File: src/rtl/jft_pkg.sv
// Package for the Johnson curve forward transform.
// Holds widths, the ln2 constant, register and status codes, and the
// structures that travel between the pipeline cells. No dependencies.
package jft_pkg;

   localparam int WORD_BITS = 32;
   localparam int FRAC_BITS = 16;
   localparam int LOG_FRAC = 30;
   localparam int WIDE_BITS = WORD_BITS + 3;
   localparam int VAL_BITS = WORD_BITS + 2;
   localparam int K_BITS = 6;
   localparam int MANT_BITS = LOG_FRAC + 1;
   localparam int HALF_BITS = WORD_BITS - 1;
   localparam int SQ_BITS = 2 * WORD_BITS;
   localparam int ROOT_BITS = WORD_BITS;
   localparam int SQRT_STEPS = WORD_BITS;
   localparam int LOG_STEPS = LOG_FRAC;
   localparam int MAG_BITS = K_BITS + LOG_FRAC;
   localparam int LN_BITS = MAG_BITS;
   localparam int LN_SUM_BITS = 32 + LN_BITS;
   localparam int PROD_BITS = 40;
   localparam int Q_SUM_BITS = LN_SUM_BITS + 2;
   localparam int Z_BITS = PROD_BITS + 2;
   localparam int CSR_IDX_BITS = 3;
   localparam int FRONT_STAGES = 4;
   localparam int PIPE_DEPTH = FRONT_STAGES + SQRT_STEPS + 3 + LOG_STEPS + 1 + 4 + 1;

   localparam logic [31:0] LN2_Q32 = 32'd2977044472;

   typedef enum logic [1:0] {
      FAM_NONE = 2'd0,
      FAM_SB   = 2'd1,
      FAM_SL   = 2'd2,
      FAM_SU   = 2'd3
   } family_type;

   typedef enum logic [1:0] {
      STAT_OK    = 2'd0,
      STAT_RANGE = 2'd1,
      STAT_SAT   = 2'd2
   } status_type;

   typedef enum logic [CSR_IDX_BITS-1:0] {
      CSR_FAMILY = 3'd0,
      CSR_SHIFT  = 3'd1,
      CSR_SCALE  = 3'd2,
      CSR_GAMMA  = 3'd3,
      CSR_ETA    = 3'd4
   } csr_index_type;

   typedef struct packed {
      logic                ok;
      logic                neg;
      logic                sh;
      logic [VAL_BITS-1:0] va;
      logic [VAL_BITS-1:0] vb;
   } front_type;

   typedef struct packed {
      logic [SQ_BITS-1:0] rem;
      logic [SQ_BITS-1:0] root;
      logic [SQ_BITS-1:0] probe;
   } sqrt_state_type;

   typedef struct packed {
      logic [MANT_BITS-1:0] m;
      logic [K_BITS-1:0]    k;
      logic [LOG_FRAC-1:0]  frac;
   } log_lane_type;

   typedef struct packed {
      log_lane_type lane_a;
      log_lane_type lane_b;
      logic         ok;
      logic         neg;
   } log_state_type;

endpackage

File: src/rtl/jft_log_cell.sv
// One fraction bit of the two base-2 logarithm lanes.
// Depends on jft_pkg for the lane structures and widths.
module jft_log_cell (
   input  logic                   clock,
   input  logic                   en,
   input  jft_pkg::log_state_type up_state,
   output jft_pkg::log_state_type dn_state
);
   import jft_pkg::*;

   log_state_type state_in;
   log_state_type state_ff;

   function automatic log_lane_type lane_step(log_lane_type cur);
      logic [2*MANT_BITS-1:0] sq;
      logic [MANT_BITS:0]     top;
      log_lane_type           nxt;
      sq = (2*MANT_BITS)'(cur.m) * (2*MANT_BITS)'(cur.m);
      top = sq[2*MANT_BITS-1:LOG_FRAC];
      nxt.k = cur.k;
      nxt.frac = {cur.frac[LOG_FRAC-2:0], top[MANT_BITS]};
      nxt.m = top[MANT_BITS] ? top[MANT_BITS:1] : top[MANT_BITS-1:0];
      return nxt;
   endfunction

   always_comb begin
      state_in.lane_a = lane_step(up_state.lane_a);
      state_in.lane_b = lane_step(up_state.lane_b);
      state_in.ok = up_state.ok;
      state_in.neg = up_state.neg;
   end

   always_ff @(posedge clock) begin
      if (en) begin
         state_ff <= state_in;
      end
   end

   assign dn_state = state_ff;

endmodule

File: config.mk
export PLATFORM = sky130hd
export DESIGN_NAME = jft_log_cell
export DESIGN_NICKNAME = d
export VERILOG_FILES = /design/src/rtl/jft_pkg.sv /design/src/rtl/jft_log_cell.sv
export SDC_FILE = /design/constraint.sdc
export NUM_CORES = 2
export LEC_CHECK = 0
export ABC_AREA = 1
export BUFFER_PORTS_ARGS = -buffer_cell sky130_fd_sc_hd__buf_2
export CORE_ASPECT_RATIO = 0.75
export CORE_UTILIZATION = 35
export DETAILED_ROUTE_END_ITERATION = 10
export PLACE_DENSITY = 0.52
export SLEW_MARGIN = 30
export SYNTH_ARGS = -nofsm -noshare
export SYNTH_HDL_FRONTEND = slang
export SYNTH_SLANG_ARGS = --single-unit
File: constraint.sdc
create_clock -name clock -period 7.99 [get_ports clock]
set_input_delay 0.3995 -clock clock [delete_from_list [all_inputs] [get_ports clock]]
set_output_delay 0.3995 -clock clock [all_outputs]
set_load 0.01 [all_outputs]
==> out/results.ini <==
[place]
dp_cells = 10370
hpwl_mm = 153.0
numPortBuffers = 271
place.gp.congestion = 0.9203
dp_slack_ps = 256.8

[synth]
synthTopCellsByArea = fa_1 (48%), inv_1 (16%), nand2_1 (13%), ha_1 (11%), edfxtp_1 (6.5%)
ys_async_sr_fraction = 0
synth_edf_count = 136
syn_inst = 7788
synth_warnings = 0
synthDistinctLibCells = 35
ys_seq_area_frac = 0.06498
syn_area_um2 = 62850
avgSynthCellArea_um2 = 8.070
synth_seq_cells = 136
yosys.area.top_type = fa_1
syn_nets = 9954
synth_top_area_share = 0.4759
ys.flop_type = edfxtp_1

[floorplan]
ios = 274
die_area_um2 = 181300
num_rows = 134
die-width_um = 491.3
die_h_um = 369.0
initial_core_util = 0.3530
core_area_um2 = 178100

[clock_tree]
htreeDepth = 4
tritoncts = yes
cts_buffers = 17
cts-hold-fix-buffers = 0
cts_sinks = 136
post_cts_buffers = 0
clkTransAtPathRegs_ps = 80
clockBufferDepth = 2
clock-root-buffer = clkbuf_16
cts_resized = 0

[sta]
fmax_mhz = 135.6
rsz0062_at_grt = false
final_max_slew_viol_count = 0
setup_slack_ps = 616.8
timing.slew.headroom = 0.4299
worst_pin_slew_ps = 855.1
fin_crit_ps = 7373
setup_viol = 0
setup_tns_ps = 0
period_share = 0.9228
finalHoldViolCount = 0

[status]
violations = DRC
status = finished, violations left

[worst_setup_path]
critical_path.max_stage_delay_ps = 570
path_max_fanout = 30
cp_common_cell = nand2_1
arrival_ps = 7500
required_ps = 8110
worstSetupPathType = in2reg
endpoint_kind = register
cp-start-kind = input pin
slowest_stage = fa_1

[routing]
antenna_left = 0
drcViolationCount = 4
wl_per_cell_um = 16.45
drt_pass1_iterations = 9
via_per_inst = 4.430
vias = 46070
drtIter0Drc = 3195
wl_mm = 171.1

[grt]
grt_max_degree = 77
grtUsageMet1 = 0.3200
grt_pass1_vias = 49010
grt_antenna_before_repair = 7
met3_usage = 0.02518
grt_usage = 0.1977
grt.busiest_layer = met1
met2_usage = 0.2851
grt_pass1_wl_mm = 279.2
grt_overflow = 0

[layout]
layout-drive-gt1-share = 0.05638
syn_to_final_growth_pct = 8.292
layout.cells.non_filler = 10400
nFillCells = 18470
utilization = 0.3822
finalNetCount = 10170
final_cell_mix = inv_1 (2647), nand2_1 (2096), fa_1 (1494)
largest_register_ffs = 136
final_common_cell = inv_1

[min_path]
hp-class = in2reg

[job]
maxCapViolCount = 0

[cells by family after synthesis]
group | synth area share
buf+inv | 0.1711
xor+xnor | 0.008361
simple gates | 0.1564
compound gates | 0.01694
fa+ha+maj | 0.5822
flops | 0.06498
[path summary, 6_finish.rpt]
kind          start       endpoint  slack (ps)  depth (start not counted)
max    up_state[53]   dn_state[68]         620                         29
min   up_state[103]  dn_state[103]         100                          1
[through the flow]
| stage | hold WS [ps] | cell area [um^2] |
|---|---|---|
| detailed placement | 577.6 | 67450 |
| CTS | 53.59 | 68050 |
| floorplan | 498.4 | 62850 |
| global route | 63.13 | 68050 |
| finish | 95.36 | 68060 |
| global placement | 575.6 | 67450 |
[cells in the mapped netlist (4+ instances only)]
cell type	number
clkbuf_1	171
or2_2	7
nand2_1	2096
nor2_1	212
buf_4	9
xnor2_1	22
and2_1	8
inv_1	2647
nand3b_1	4
a31o_2	4
xor2_1	38
o21ai_0	34
ha_1	534
fa_1	1494
nand4_1	25
nand3_1	137
buf_1	18
edfxtp_1	136
nor3_1	16
o21bai_1	25
and3_1	5
a21o_1	5
a21oi_1	119
[cell type report]
cell class / instances / area, um^2 / area share
flip-flops and latches: 136 / 4084 / 0.06001
clock buffers: 18 / 429.2 / 0.006306
inverters: 2648 / 9940 / 0.1460
multi-input cells: 4802 / 48010 / 0.7054
well taps: 2380 / 2978 / 0.04375
repair buffers: 400 / 2444 / 0.03590
diodes: 2 / 5.005 / 0.00007354
clock inverters: 13 / 171.4 / 0.002519
[critical path: cells and delay by family]
kind / cells / cell delay (ps)
adders and majority gates: 9 / 4200
AOI/OAI and AO/OA: 1 / 260
buffers and inverters: 7 / 1260
and+or+nand+nor: 12 / 1290
[layer usage]
layer | wire length, um | vias to the layer above | share of wire
met5 | 0 | - | 0
met4 | 1503 | 0 | 0.0088
met3 | 9969 | 75 | 0.058
met2 | 69670 | 1070 | 0.41
met1 | 89960 | 22740 | 0.53
li1 | - | 22190 | -
Power is not shown: default switching activity piles up to over one toggle a cycle in this logic, so the estimate is an artifact.
