[src/rtl/jft_pkg.sv]
// Package for the Johnson curve forward transform.
// Holds widths, the ln2 constant, register and status codes, and the
// structures that travel between the pipeline cells. No dependencies.
package jft_pkg;

   localparam int WORD_BITS = 32;
   localparam int FRAC_BITS = 16;
   localparam int LOG_FRAC = 30;
   localparam int WIDE_BITS = WORD_BITS + 3;
   localparam int VAL_BITS = WORD_BITS + 2;
   localparam int K_BITS = 6;
   localparam int MANT_BITS = LOG_FRAC + 1;
   localparam int HALF_BITS = WORD_BITS - 1;
   localparam int SQ_BITS = 2 * WORD_BITS;
   localparam int ROOT_BITS = WORD_BITS;
   localparam int SQRT_STEPS = WORD_BITS;
   localparam int LOG_STEPS = LOG_FRAC;
   localparam int MAG_BITS = K_BITS + LOG_FRAC;
   localparam int LN_BITS = MAG_BITS;
   localparam int LN_SUM_BITS = 32 + LN_BITS;
   localparam int PROD_BITS = 40;
   localparam int Q_SUM_BITS = LN_SUM_BITS + 2;
   localparam int Z_BITS = PROD_BITS + 2;
   localparam int CSR_IDX_BITS = 3;
   localparam int FRONT_STAGES = 4;
   localparam int PIPE_DEPTH = FRONT_STAGES + SQRT_STEPS + 3 + LOG_STEPS + 1 + 4 + 1;

   localparam logic [31:0] LN2_Q32 = 32'd2977044472;

   typedef enum logic [1:0] {
      FAM_NONE = 2'd0,
      FAM_SB   = 2'd1,
      FAM_SL   = 2'd2,
      FAM_SU   = 2'd3
   } family_type;

   typedef enum logic [1:0] {
      STAT_OK    = 2'd0,
      STAT_RANGE = 2'd1,
      STAT_SAT   = 2'd2
   } status_type;

   typedef enum logic [CSR_IDX_BITS-1:0] {
      CSR_FAMILY = 3'd0,
      CSR_SHIFT  = 3'd1,
      CSR_SCALE  = 3'd2,
      CSR_GAMMA  = 3'd3,
      CSR_ETA    = 3'd4
   } csr_index_type;

   typedef struct packed {
      logic                ok;
      logic                neg;
      logic                sh;
      logic [VAL_BITS-1:0] va;
      logic [VAL_BITS-1:0] vb;
   } front_type;

   typedef struct packed {
      logic [SQ_BITS-1:0] rem;
      logic [SQ_BITS-1:0] root;
      logic [SQ_BITS-1:0] probe;
   } sqrt_state_type;

   typedef struct packed {
      logic [MANT_BITS-1:0] m;
      logic [K_BITS-1:0]    k;
      logic [LOG_FRAC-1:0]  frac;
   } log_lane_type;

   typedef struct packed {
      log_lane_type lane_a;
      log_lane_type lane_b;
      logic         ok;
      logic         neg;
   } log_state_type;

endpackage

[src/rtl/jft_sqrt_cell.sv]
// One step of the integer square root chain.
// Depends on jft_pkg for the cell state and side data structures.
module jft_sqrt_cell (
   input  logic                    clock,
   input  logic                    en,
   input  jft_pkg::sqrt_state_type up_state,
   input  jft_pkg::front_type      up_side,
   output jft_pkg::sqrt_state_type dn_state,
   output jft_pkg::front_type      dn_side
);
   import jft_pkg::*;

   logic [SQ_BITS-1:0] trial;
   sqrt_state_type     state_in;
   sqrt_state_type     state_ff;
   front_type          side_ff;

   always_comb begin
      trial = up_state.root + up_state.probe;
      state_in.probe = up_state.probe >> 2;
      if (up_state.rem >= trial) begin
         state_in.rem = up_state.rem - trial;
         state_in.root = (up_state.root >> 1) + up_state.probe;
      end else begin
         state_in.rem = up_state.rem;
         state_in.root = up_state.root >> 1;
      end
   end

   always_ff @(posedge clock) begin
      if (en) begin
         state_ff <= state_in;
         side_ff <= up_side;
      end
   end

   assign dn_state = state_ff;
   assign dn_side = side_ff;

endmodule

[config.mk]
export PLATFORM = sky130hd
export DESIGN_NAME = jft_sqrt_cell
export DESIGN_NICKNAME = d
export VERILOG_FILES = /design/src/rtl/jft_pkg.sv /design/src/rtl/jft_sqrt_cell.sv
export SDC_FILE = /design/constraint.sdc
export NUM_CORES = 1
export LEC_CHECK = 0
export BUFFER_PORTS_ARGS = -buffer_cell sky130_fd_sc_hd__clkbuf_2
export CAP_MARGIN = 20
export CORE_MARGIN = 2
export CORE_UTILIZATION = 35
export CTS_BUF_LIST = sky130_fd_sc_hd__clkbuf_16
export CTS_CLUSTER_DIAMETER = 100
export DETAILED_ROUTE_END_ITERATION = 12
export PLACE_DENSITY = 0.63
export REMOVE_ABC_BUFFERS = 1
export SETUP_SLACK_MARGIN = 0.2
export SYNTH_ARGS = -nofsm -noshare
export SYNTH_HDL_FRONTEND = slang
export SYNTH_SLANG_ARGS = --single-unit
[constraint.sdc]
create_clock -name clock -period 17.05 [get_ports clock]
set_input_delay 2.5575 -clock clock [delete_from_list [all_inputs] [get_ports clock]]
set_output_delay 2.5575 -clock clock [all_outputs]
set_load 0.01 [all_outputs]
==> impl_metrics.ini <==
[power_and_ir_drop]
power.switching_mw = 1.036
switching_share = 0.3867
power_density_mw_per_mm2 = 108.4
p_clk_frac = 0.239
power_mw = 2.678
ir_drop_mv = 0.07911
power_frac_comb = 0.431
p_leak_nw = 10.88
internal-power_mw = 1.643
p_seq_frac = 0.330

[logic_synthesis]
yosys_register_bits = 261
synth_top_area_frac = 0.3816
synth_ff_type = edfxtp_1
syn_area_mm2 = 0.02054
yosysWarnings = 0
ys_seq_area_frac = 0.3816
syn_avg_cell_area_um2 = 9.190
yosys.area.top_type = edfxtp_1
ys_types = 76
synthTopCellsByArea = edfxtp_1 (38%), ha_1 (12%), a21oi_1 (5.8%)
netlist_instances = 2235
async_reset_ff_frac = 0
synth-edff-count = 261

[floorplan]
die-area_mm2 = 0.06064
core_mm2 = 0.05781
die_h_um = 246.3
die_w_um = 246.3
rows = 88
start_util = 0.3553
io_pins = 528

[detailed_routing]
wl_um = 73270
drt_iter0_drc = 1688
detail_route.vias_per_cell = 5.553
ant_nets = 0
first_pass_iters = 6
drcViolationCount = 0
via_count = 19340
post_drt_wl_per_cell_um = 21.04

[status]
status = finished clean

[worst_setup_path]
crit_chain = clkbuf_2, ha_1, o21ai_0, nor2_1, o31ai_1, o311ai_0, a31oi_1, o41a_1, o21a_1, o31ai_2, a21oi_1, xor2_1, ha_1, nand2_1, nor4_1, nand3_1, o211ai_1, a311o_1, nor2_4, buf_4, buf_4, a2111oi_0, nor3_1
slowest_stage = o311ai_0
worst-path-buf-inv = 3
cpLargestDelayFamily = compound AO/OA/AOI/OAI gates
cp_slowest_stage_delay_ps = 720
crit_path_start_kind = input pin
crit_required_ps = 17380
crit_type = input pin to flip-flop
crit_path_max_fanout = 83
setup.worst_path.end_class = flip-flop
worstPathArrival_ps = 8910

[global_routing]
grt_pass1_vias = 18510
antenna_found_initial = 8
grt_max_degree = 84
grt_pass1_wl_um = 108800
grt_use_total = 0.2311
grt.overflow.total = 0

[clock_tree]
cts_made_buffers = 31
hold_buffers = 0
cts-resized-gates = 0
cts_tree = built
clk_pin_slew_worst_paths_ps = 70
post_cts_buffers = 0
cts_buffer_depth = 3
cts-htree-levels = 1
clock_sinks = 261
cts_root_buffer = clkbuf_16

[sta]
hold_viol = 0
grt_setup_unrepaired = false
max_slew.worst_pin.slew_ps = 1061
fmaxAchievable_mhz = 116.6
slew_viol_final = 0
setup_violations = 0
period_share = 0.5032
relSlewSlack = 0.2924
period_needed_ps = 8580
fin_setup_tns_ps = 0
timing.final.ws_setup_ps = 8470

[hold_path]
holdPathStages = 1
hp-class = input pin to flip-flop
whs_endpoint = dn_side[21]
hp-start = up_side[21]

[cells_and_area]
seq_area_mm2 = 0.007838
syn_to_final_growth_pct = 20.32
fill_cells = 5737
final_common_cell = clkbuf_2
multi_input_area_mm2 = 0.01203
stdcell_count = 3482
drive_gt1_frac = 0.2244
nets = 3144
most-common-layout-cells = clkbuf_2 (524), edfxtp_1 (261), nand2_1 (256), a21oi_1 (240), o21ai_0 (214)

[placement]
globalplace.congestion = 0.9590
place_hpwl_um = 60440
post-place-cells = 3418
port_buffers = 525
post-place-ws_ps = 7925

[run]
max-cap-violations = 0
[registers in the layout, indices dropped and copies added, names as in the netlist]
signal    cells
dn_state    190
dn_side      71
[cells by family (layout without fill, tap and decap cells)]
| kind of cell | count (synthesis) | in the layout | synth area share |
|---|---|---|---|
| multiplexers | 12 | 12 | 0.006336 |
| AND/OR/NAND/NOR | 609 | 609 | 0.1398 |
| flip-flops | 261 | 261 | 0.3816 |
| other | 1 | 10 | 0.0001826 |
| buffers and inverters | 172 | 645 | 0.03344 |
| adder cells (fa/ha/maj) | 193 | 193 | 0.1187 |
| XOR/XNOR | 176 | 176 | 0.07505 |
| AO/OA/AOI/OAI | 811 | 811 | 0.2449 |
[stage by stage]
| step | utilization | hold WS, ps | instance area, µm² |
|---|---|---|---|
| floorplan | - | 2656 | 20070 |
| global placement | 0.4104 | 2735 | 23730 |
| detailed placement | 0.4104 | 2736 | 23730 |
| CTS | 0.4272 | 2105 | 24690 |
| global route | 0.4275 | 2115 | 24710 |
| finish | 0.4275 | 2139 | 24710 |
[power groups by stage]
stage	logic [mW]	clock network [mW]	registers, mW
floorplan	0.710	0	0.950
global placement	1.14	0	0.897
detailed placement	1.14	0	0.897
CTS	1.15	0.658	0.886
global route	1.27	0.682	0.894
finish	1.16	0.640	0.884
[worst max path at each step]
stage                startpoint             to  slack [ps]  cells after the start
floorplan           up_state[3]  dn_state[129]        2880                     19
global placement    up_state[0]  dn_state[123]        7930                     26
detailed placement  up_state[3]  dn_state[123]        7930                     24
CTS                 up_state[3]  dn_state[123]        8540                     24
global route        up_state[3]  dn_state[123]        8080                     23
finish              up_state[3]  dn_state[119]        8470                     23
[layout make-up]
class                           count  share of cell area
Multi-Input combinational cell   1803              0.4867
Clock buffer                       31             0.03139
Clock inverter                     25            0.007746
Timing Repair Buffer              532              0.1089
Inverter                           57            0.008658
Tap cell                          765             0.03873
Sequential cell                   261              0.3171
Antenna cell                        8           0.0008101
[per-layer routing]
| layer | up-vias | global-route usage | wire length [µm] |
|---|---|---|---|
| li1 | 9323 | - | - |
| met1 | 9181 | 0.3308 | 34070 |
| met2 | 730 | 0.3671 | 33010 |
| met3 | 103 | 0.02277 | 4244 |
| met4 | 0 | 0.07034 | 1941 |
| met5 | - | 0 | 0 |
[cells in the mapped netlist (6+ instances only)]
cell        n
ha_1      190
nand2_1   256
o21bai_1   42
o21ai_1     8
nor4_1      9
or3_1      13
a31o_2      6
nor3_1     24
buf_2      21
nor2_1    115
a21boi_0   10
nand4_1    72
nand3_1    30
xor2_1     77
o31ai_1    18
edfxtp_1  261
xnor2_1    99
o211ai_1   12
or2_2       7
a221o_1     6
mux2_2      8
a21oi_1   240
nand2b_1   19
and2_1      9
o21ai_0   214
and4_1      6
a21o_1    128
o21a_1     21
inv_1      57
clkbuf_1   90
and3_1     10
nor2b_1    18
a31oi_1    20
a211oi_1   20
Power figures use the tool's default switching activity.
