<file path="config.mk">
export PLATFORM = sky130hd
export DESIGN_NAME = jft_scale
export DESIGN_NICKNAME = d
export VERILOG_FILES = /design/src/rtl/jft_pkg.sv /design/src/rtl/jft_scale.sv
export SDC_FILE = /design/constraint.sdc
export NUM_CORES = 2
export LEC_CHECK = 0
export ABC_AREA = 1
export BUFFER_PORTS_ARGS = -buffer_cell sky130_fd_sc_hd__buf_2
export CORE_ASPECT_RATIO = 0.9
export CORE_MARGIN = 10
export CORE_UTILIZATION = 30
export CTS_CLUSTER_SIZE = 24
export DETAILED_ROUTE_END_ITERATION = 8
export REMOVE_ABC_BUFFERS = 1
export SYNTH_ARGS = -nofsm -noshare
export SYNTH_HDL_FRONTEND = slang
export SYNTH_SLANG_ARGS = --single-unit
</file>
<file path="constraint.sdc">
create_clock -name clock -period 11.4 [get_ports clock]
set_input_delay 3.42 -clock clock [delete_from_list [all_inputs] [get_ports clock]]
set_output_delay 3.42 -clock clock [all_outputs]
set_load 0.03 [all_outputs]
</file>
<file path="src/rtl/jft_pkg.sv">
// Package for the Johnson curve forward transform.
// Holds widths, the ln2 constant, register and status codes, and the
// structures that travel between the pipeline cells. No dependencies.
package jft_pkg;

   localparam int WORD_BITS = 32;
   localparam int FRAC_BITS = 16;
   localparam int LOG_FRAC = 30;
   localparam int WIDE_BITS = WORD_BITS + 3;
   localparam int VAL_BITS = WORD_BITS + 2;
   localparam int K_BITS = 6;
   localparam int MANT_BITS = LOG_FRAC + 1;
   localparam int HALF_BITS = WORD_BITS - 1;
   localparam int SQ_BITS = 2 * WORD_BITS;
   localparam int ROOT_BITS = WORD_BITS;
   localparam int SQRT_STEPS = WORD_BITS;
   localparam int LOG_STEPS = LOG_FRAC;
   localparam int MAG_BITS = K_BITS + LOG_FRAC;
   localparam int LN_BITS = MAG_BITS;
   localparam int LN_SUM_BITS = 32 + LN_BITS;
   localparam int PROD_BITS = 40;
   localparam int Q_SUM_BITS = LN_SUM_BITS + 2;
   localparam int Z_BITS = PROD_BITS + 2;
   localparam int CSR_IDX_BITS = 3;
   localparam int FRONT_STAGES = 4;
   localparam int PIPE_DEPTH = FRONT_STAGES + SQRT_STEPS + 3 + LOG_STEPS + 1 + 4 + 1;

   localparam logic [31:0] LN2_Q32 = 32'd2977044472;

   typedef enum logic [1:0] {
      FAM_NONE = 2'd0,
      FAM_SB   = 2'd1,
      FAM_SL   = 2'd2,
      FAM_SU   = 2'd3
   } family_type;

   typedef enum logic [1:0] {
      STAT_OK    = 2'd0,
      STAT_RANGE = 2'd1,
      STAT_SAT   = 2'd2
   } status_type;

   typedef enum logic [CSR_IDX_BITS-1:0] {
      CSR_FAMILY = 3'd0,
      CSR_SHIFT  = 3'd1,
      CSR_SCALE  = 3'd2,
      CSR_GAMMA  = 3'd3,
      CSR_ETA    = 3'd4
   } csr_index_type;

   typedef struct packed {
      logic                ok;
      logic                neg;
      logic                sh;
      logic [VAL_BITS-1:0] va;
      logic [VAL_BITS-1:0] vb;
   } front_type;

   typedef struct packed {
      logic [SQ_BITS-1:0] rem;
      logic [SQ_BITS-1:0] root;
      logic [SQ_BITS-1:0] probe;
   } sqrt_state_type;

   typedef struct packed {
      logic [MANT_BITS-1:0] m;
      logic [K_BITS-1:0]    k;
      logic [LOG_FRAC-1:0]  frac;
   } log_lane_type;

   typedef struct packed {
      log_lane_type lane_a;
      log_lane_type lane_b;
      logic         ok;
      logic         neg;
   } log_state_type;

endpackage

</file>
<file path="src/rtl/jft_scale.sv">
// Back end: ln2 conversion, eta scaling, gamma offset and saturation.
// Depends on jft_pkg; its last registers are the response registers.
module jft_scale (
   input  logic                               clock,
   input  logic                               en,
   input  logic [jft_pkg::MAG_BITS-1:0]       mag,
   input  logic                               neg,
   input  logic                               ok,
   input  logic signed [jft_pkg::WORD_BITS-1:0] gamma,
   input  logic [jft_pkg::WORD_BITS-1:0]      eta,
   output logic signed [jft_pkg::WORD_BITS-1:0] score,
   output jft_pkg::status_type                status
);
   import jft_pkg::*;

   localparam int HI_BITS = MAG_BITS - 32;

   logic [63:0]                plo_ff, plo_in;
   logic [HI_BITS+31:0]        phi_ff, phi_in;
   logic [LN_SUM_BITS-1:0]     ln_sum;
   logic [LN_BITS-1:0]         ln_ff, ln_in;
   logic [63:0]                qlo_ff, qlo_in;
   logic [HI_BITS+31:0]        qhi_ff, qhi_in;
   logic [Q_SUM_BITS-1:0]      q_sum;
   logic [PROD_BITS-1:0]       prod_ff, prod_in;
   logic [3:0]                 neg_ff, ok_ff;
   logic signed [Z_BITS-1:0]   z;
   logic [Z_BITS-1:0]          term;
   logic signed [WORD_BITS-1:0] score_ff, score_in;
   status_type                 status_ff, status_in;

   always_comb begin
      plo_in = 64'(mag[31:0]) * 64'(LN2_Q32);
      phi_in = (HI_BITS+32)'(mag[MAG_BITS-1:32]) * (HI_BITS+32)'(LN2_Q32);
      ln_sum = LN_SUM_BITS'(plo_ff) + (LN_SUM_BITS'(phi_ff) << 32)
             + (LN_SUM_BITS'(1) << 31);
      ln_in = ln_sum[32 +: LN_BITS];
      qlo_in = 64'(ln_ff[31:0]) * 64'(eta);
      qhi_in = (HI_BITS+32)'(ln_ff[LN_BITS-1:32]) * (HI_BITS+32)'(eta);
      q_sum = Q_SUM_BITS'(qlo_ff) + (Q_SUM_BITS'(qhi_ff) << 32)
            + (Q_SUM_BITS'(1) << (LOG_FRAC - 1));
      prod_in = q_sum[LOG_FRAC +: PROD_BITS];
      term = neg_ff[3] ? Z_BITS'(0) - Z_BITS'(prod_ff) : Z_BITS'(prod_ff);
      z = Z_BITS'(gamma) + term;
      if (!ok_ff[3]) begin
         score_in = '0;
         status_in = STAT_RANGE;
      end else if (z[Z_BITS-1:WORD_BITS-1] != '0 && z[Z_BITS-1:WORD_BITS-1] != '1) begin
         score_in = z[Z_BITS-1] ? {1'b1, {(WORD_BITS-1){1'b0}}}
                                : {1'b0, {(WORD_BITS-1){1'b1}}};
         status_in = STAT_SAT;
      end else begin
         score_in = z[WORD_BITS-1:0];
         status_in = STAT_OK;
      end
   end

   always_ff @(posedge clock) begin
      if (en) begin
         plo_ff <= plo_in;
         phi_ff <= phi_in;
         ln_ff <= ln_in;
         qlo_ff <= qlo_in;
         qhi_ff <= qhi_in;
         prod_ff <= prod_in;
         neg_ff <= {neg_ff[2:0], neg};
         ok_ff <= {ok_ff[2:0], ok};
         score_ff <= score_in;
         status_ff <= status_in;
      end
   end

   assign score = score_ff;
   assign status = status_ff;

endmodule

</file>
==> impl_metrics.tcl <==
set metrics [dict create \
    synthFlopType "edfxtp_1" \
    synth_top_area_share_pct 37.17 \
    outcome "finished clean" \
    grt_pass1_wl_mm 315.0 \
    cts.sink_count 253 \
    core-area_um2 236400 \
    synth.distinct_cells 52 \
    first_pass_iters 5 \
    crit_buf_inv 6 \
    num_io_pins 138 \
    clockBufferDepth 3 \
    path_clk_slew_ns 0.07 \
    fin_area_um2 76900 \
    slew_headroom_pct 18.21 \
    area_delta_synth_final_pct 7.510 \
    cp.required_ns 11.76 \
    worstPathMaxFanout 27 \
    grt_pass1_vias 56930 \
    hold_buffers 0 \
    grt_antenna_before_repair 8 \
    worstMarginPinSlew_ns 1.227 \
    place_congestion 0.9238 \
    portBuffers 137 \
    wl_met2_mm 88.59 \
    overflow 0 \
    fin_tns_setup_ns 0 \
    start_kind "input pin" \
    yosysWarnings 0 \
    holdWs_ns 0.4191 \
    drc_errors 0 \
    crit_top_cell "fa_1" \
    async_flop_share_pct 0 \
    drive_above_1_share_pct 3.699 \
    ys_ff_latch 253 \
    ant_nets 0 \
    initialDrtViolationCount 3570 \
    postCtsSetupRepairBufs 0 \
    cts_tree "done" \
    via_per_inst 4.485 \
    maxSlewViolCount 0 \
    critical_path_class "in2reg" \
    final_util_pct 32.53 \
    ys_top_cells_by_area "fa_1 (37%), inv_1 (14%), ha_1 (13%), edfxtp_1 (11%), nand2_1 (10%)" \
    die_area_um2 258400 \
    initial_core_util_pct 30.26 \
    synthCells 8887 \
    post_dp_cell_area_um2 75940 \
    cp_top_family "adder cells" \
    htree_levels 1 \
    fill_cells 25240 \
    max_stage_delay_ns 0.62 \
    wl_per_cell_um 16.10 \
    ys_seq_area_share_pct 10.62 \
    grt.total_usage_pct 15.03 \
    rows 169 \
    met3_length_mm 13.06 \
    synth_area_per_cell_um2 8.049 \
    die-height_um 483.2 \
    clock_latency_ns 0.62 \
    cp_slowest_cell "o21ai_0" \
    grt_max_degree 178 \
    synth_edf_count 253 \
    yosysMostFrequentCell "inv_1" \
    final_nets 11100 \
    dieWidth_um 534.7 \
    cts_buffers 28 \
    cp.arrival_ns 10.64 \
    finalWirelength_mm 194.6 \
    setup_viol 0 \
    ff2ff_setup_slack_ns 3.71 \
    rsz0062_at_grt "false" \
    crit_path_end_kind "register" \
    fmax_ghz 0.09724 \
    skew_ns 0.03949 \
    routed.top_layer "met5" \
    met1_length_mm 89.09 \
    post_cts_resized 0 \
    maxCapViolations 0 \
    min_period_over_period_pct 90.21 \
    syn_area_um2 71530 \
    synth.top_cells.by_count "inv_1 (2685), nand2_1 (1919), fa_1 (1328)" \
    vias 54220 \
    synth_top_cell_by_area "fa_1" \
    hp-class "reg2reg" \
    hpwl_mm 164.5 \
    hold_viol_final 0 \
    period_needed_ns 10.28 \
    root_buffer "clkbuf_16" \
]
final timing paths:
path,start,end,cells after the start
max,eta[11],qlo_ff[44],25
max reg2reg,ln_ff[17],qlo_ff[44],25
min,ok_ff[2],ok_ff[3],0
min reg2reg,ok_ff[2],ok_ff[3],0
placed cells by master, fill, tap and decap left out, drive strengths merged, types with 2 or more instances in the layout:
cell type  Yosys  final
xor2         174    174
a21o          12     12
a31oi         71     71
o211ai        16     16
and2           4      4
a21oi        388    388
o21a          29     29
and3           4      4
inv         2686   2687
edfxtp       253    253
nand4         31     31
nor4          12     12
o21ai        176    176
clkinv         3     16
nand3b         4      4
o31ai          7      7
clkbuf       243     32
xnor2         85     85
clkinvlp       0      3
o21bai        19     19
o221ai         6      6
nand3        121    121
a211oi         2      2
buf            8    234
nand2       1931   1931
ha           763    763
o41ai          3      3
nor3          45     45
o2111ai        3      3
a221oi         6      6
fa          1328   1328
o221a          2      2
or2            2      2
a21boi        12     12
nor2         434    434
bufinv         0      3
diode          0      3
per-stage QoR:
stage	std cells	setup slack, ns
after CTS	12090	1.155
after floorplan	8636	1.872
after global placement	12030	0.5046
final	12090	1.116
after global routing	12090	0.6935
after detailed placement	12030	0.5146
per-layer routing:
| layer | track usage (%) | vias to the layer above |
|---|---|---|
| met2 | 24.71 | 1560 |
| met3 | 2.619 | 215 |
| met1 | 20.93 | 26360 |
| met5 | 0 | - |
| li1 | - | 26080 |
| met4 | 2.587 | 6 |
layout make-up:
type / instances / area (um2) / share of cell area, %
antenna: 3 / 7.507 / 0.009762
clock buffer: 32 / 715.7 / 0.9307
clock inverter: 20 / 232.7 / 0.3026
inverter: 2689 / 10090 / 13.13
multi-input combinational: 5694 / 52860 / 68.74
sequential: 253 / 7597 / 9.880
tap: 3163 / 3958 / 5.146
timing repair buffer: 234 / 1436 / 1.868
flip-flops by register name, indices dropped and copies added (netlist names):
register and count:
prod_ff 39, ln_ff 36, qhi_ff 36, qlo_ff 35
plo_ff 33, phi_ff 32, score 32, neg_ff 4
ok_ff 4, status 2
cell families (layout without fill, tap and decap cells):
group / Yosys count / in the layout / synth area share [%]
XOR/XNOR: 259 / 259 / 3.171
adder cells (fa/ha/maj): 2091 / 2091 / 50.52
AND/OR/NAND/NOR: 2588 / 2588 / 14.21
other: 0 / 3 / 0
flip-flops: 253 / 253 / 10.62
buffers and inverters: 2940 / 2975 / 15.48
AO/OA/AOI/OAI: 756 / 756 / 6.000
Power is left out: the tool's default activity adds up to more than one toggle a clock period on the data nets, which glitch-free logic cannot reach.
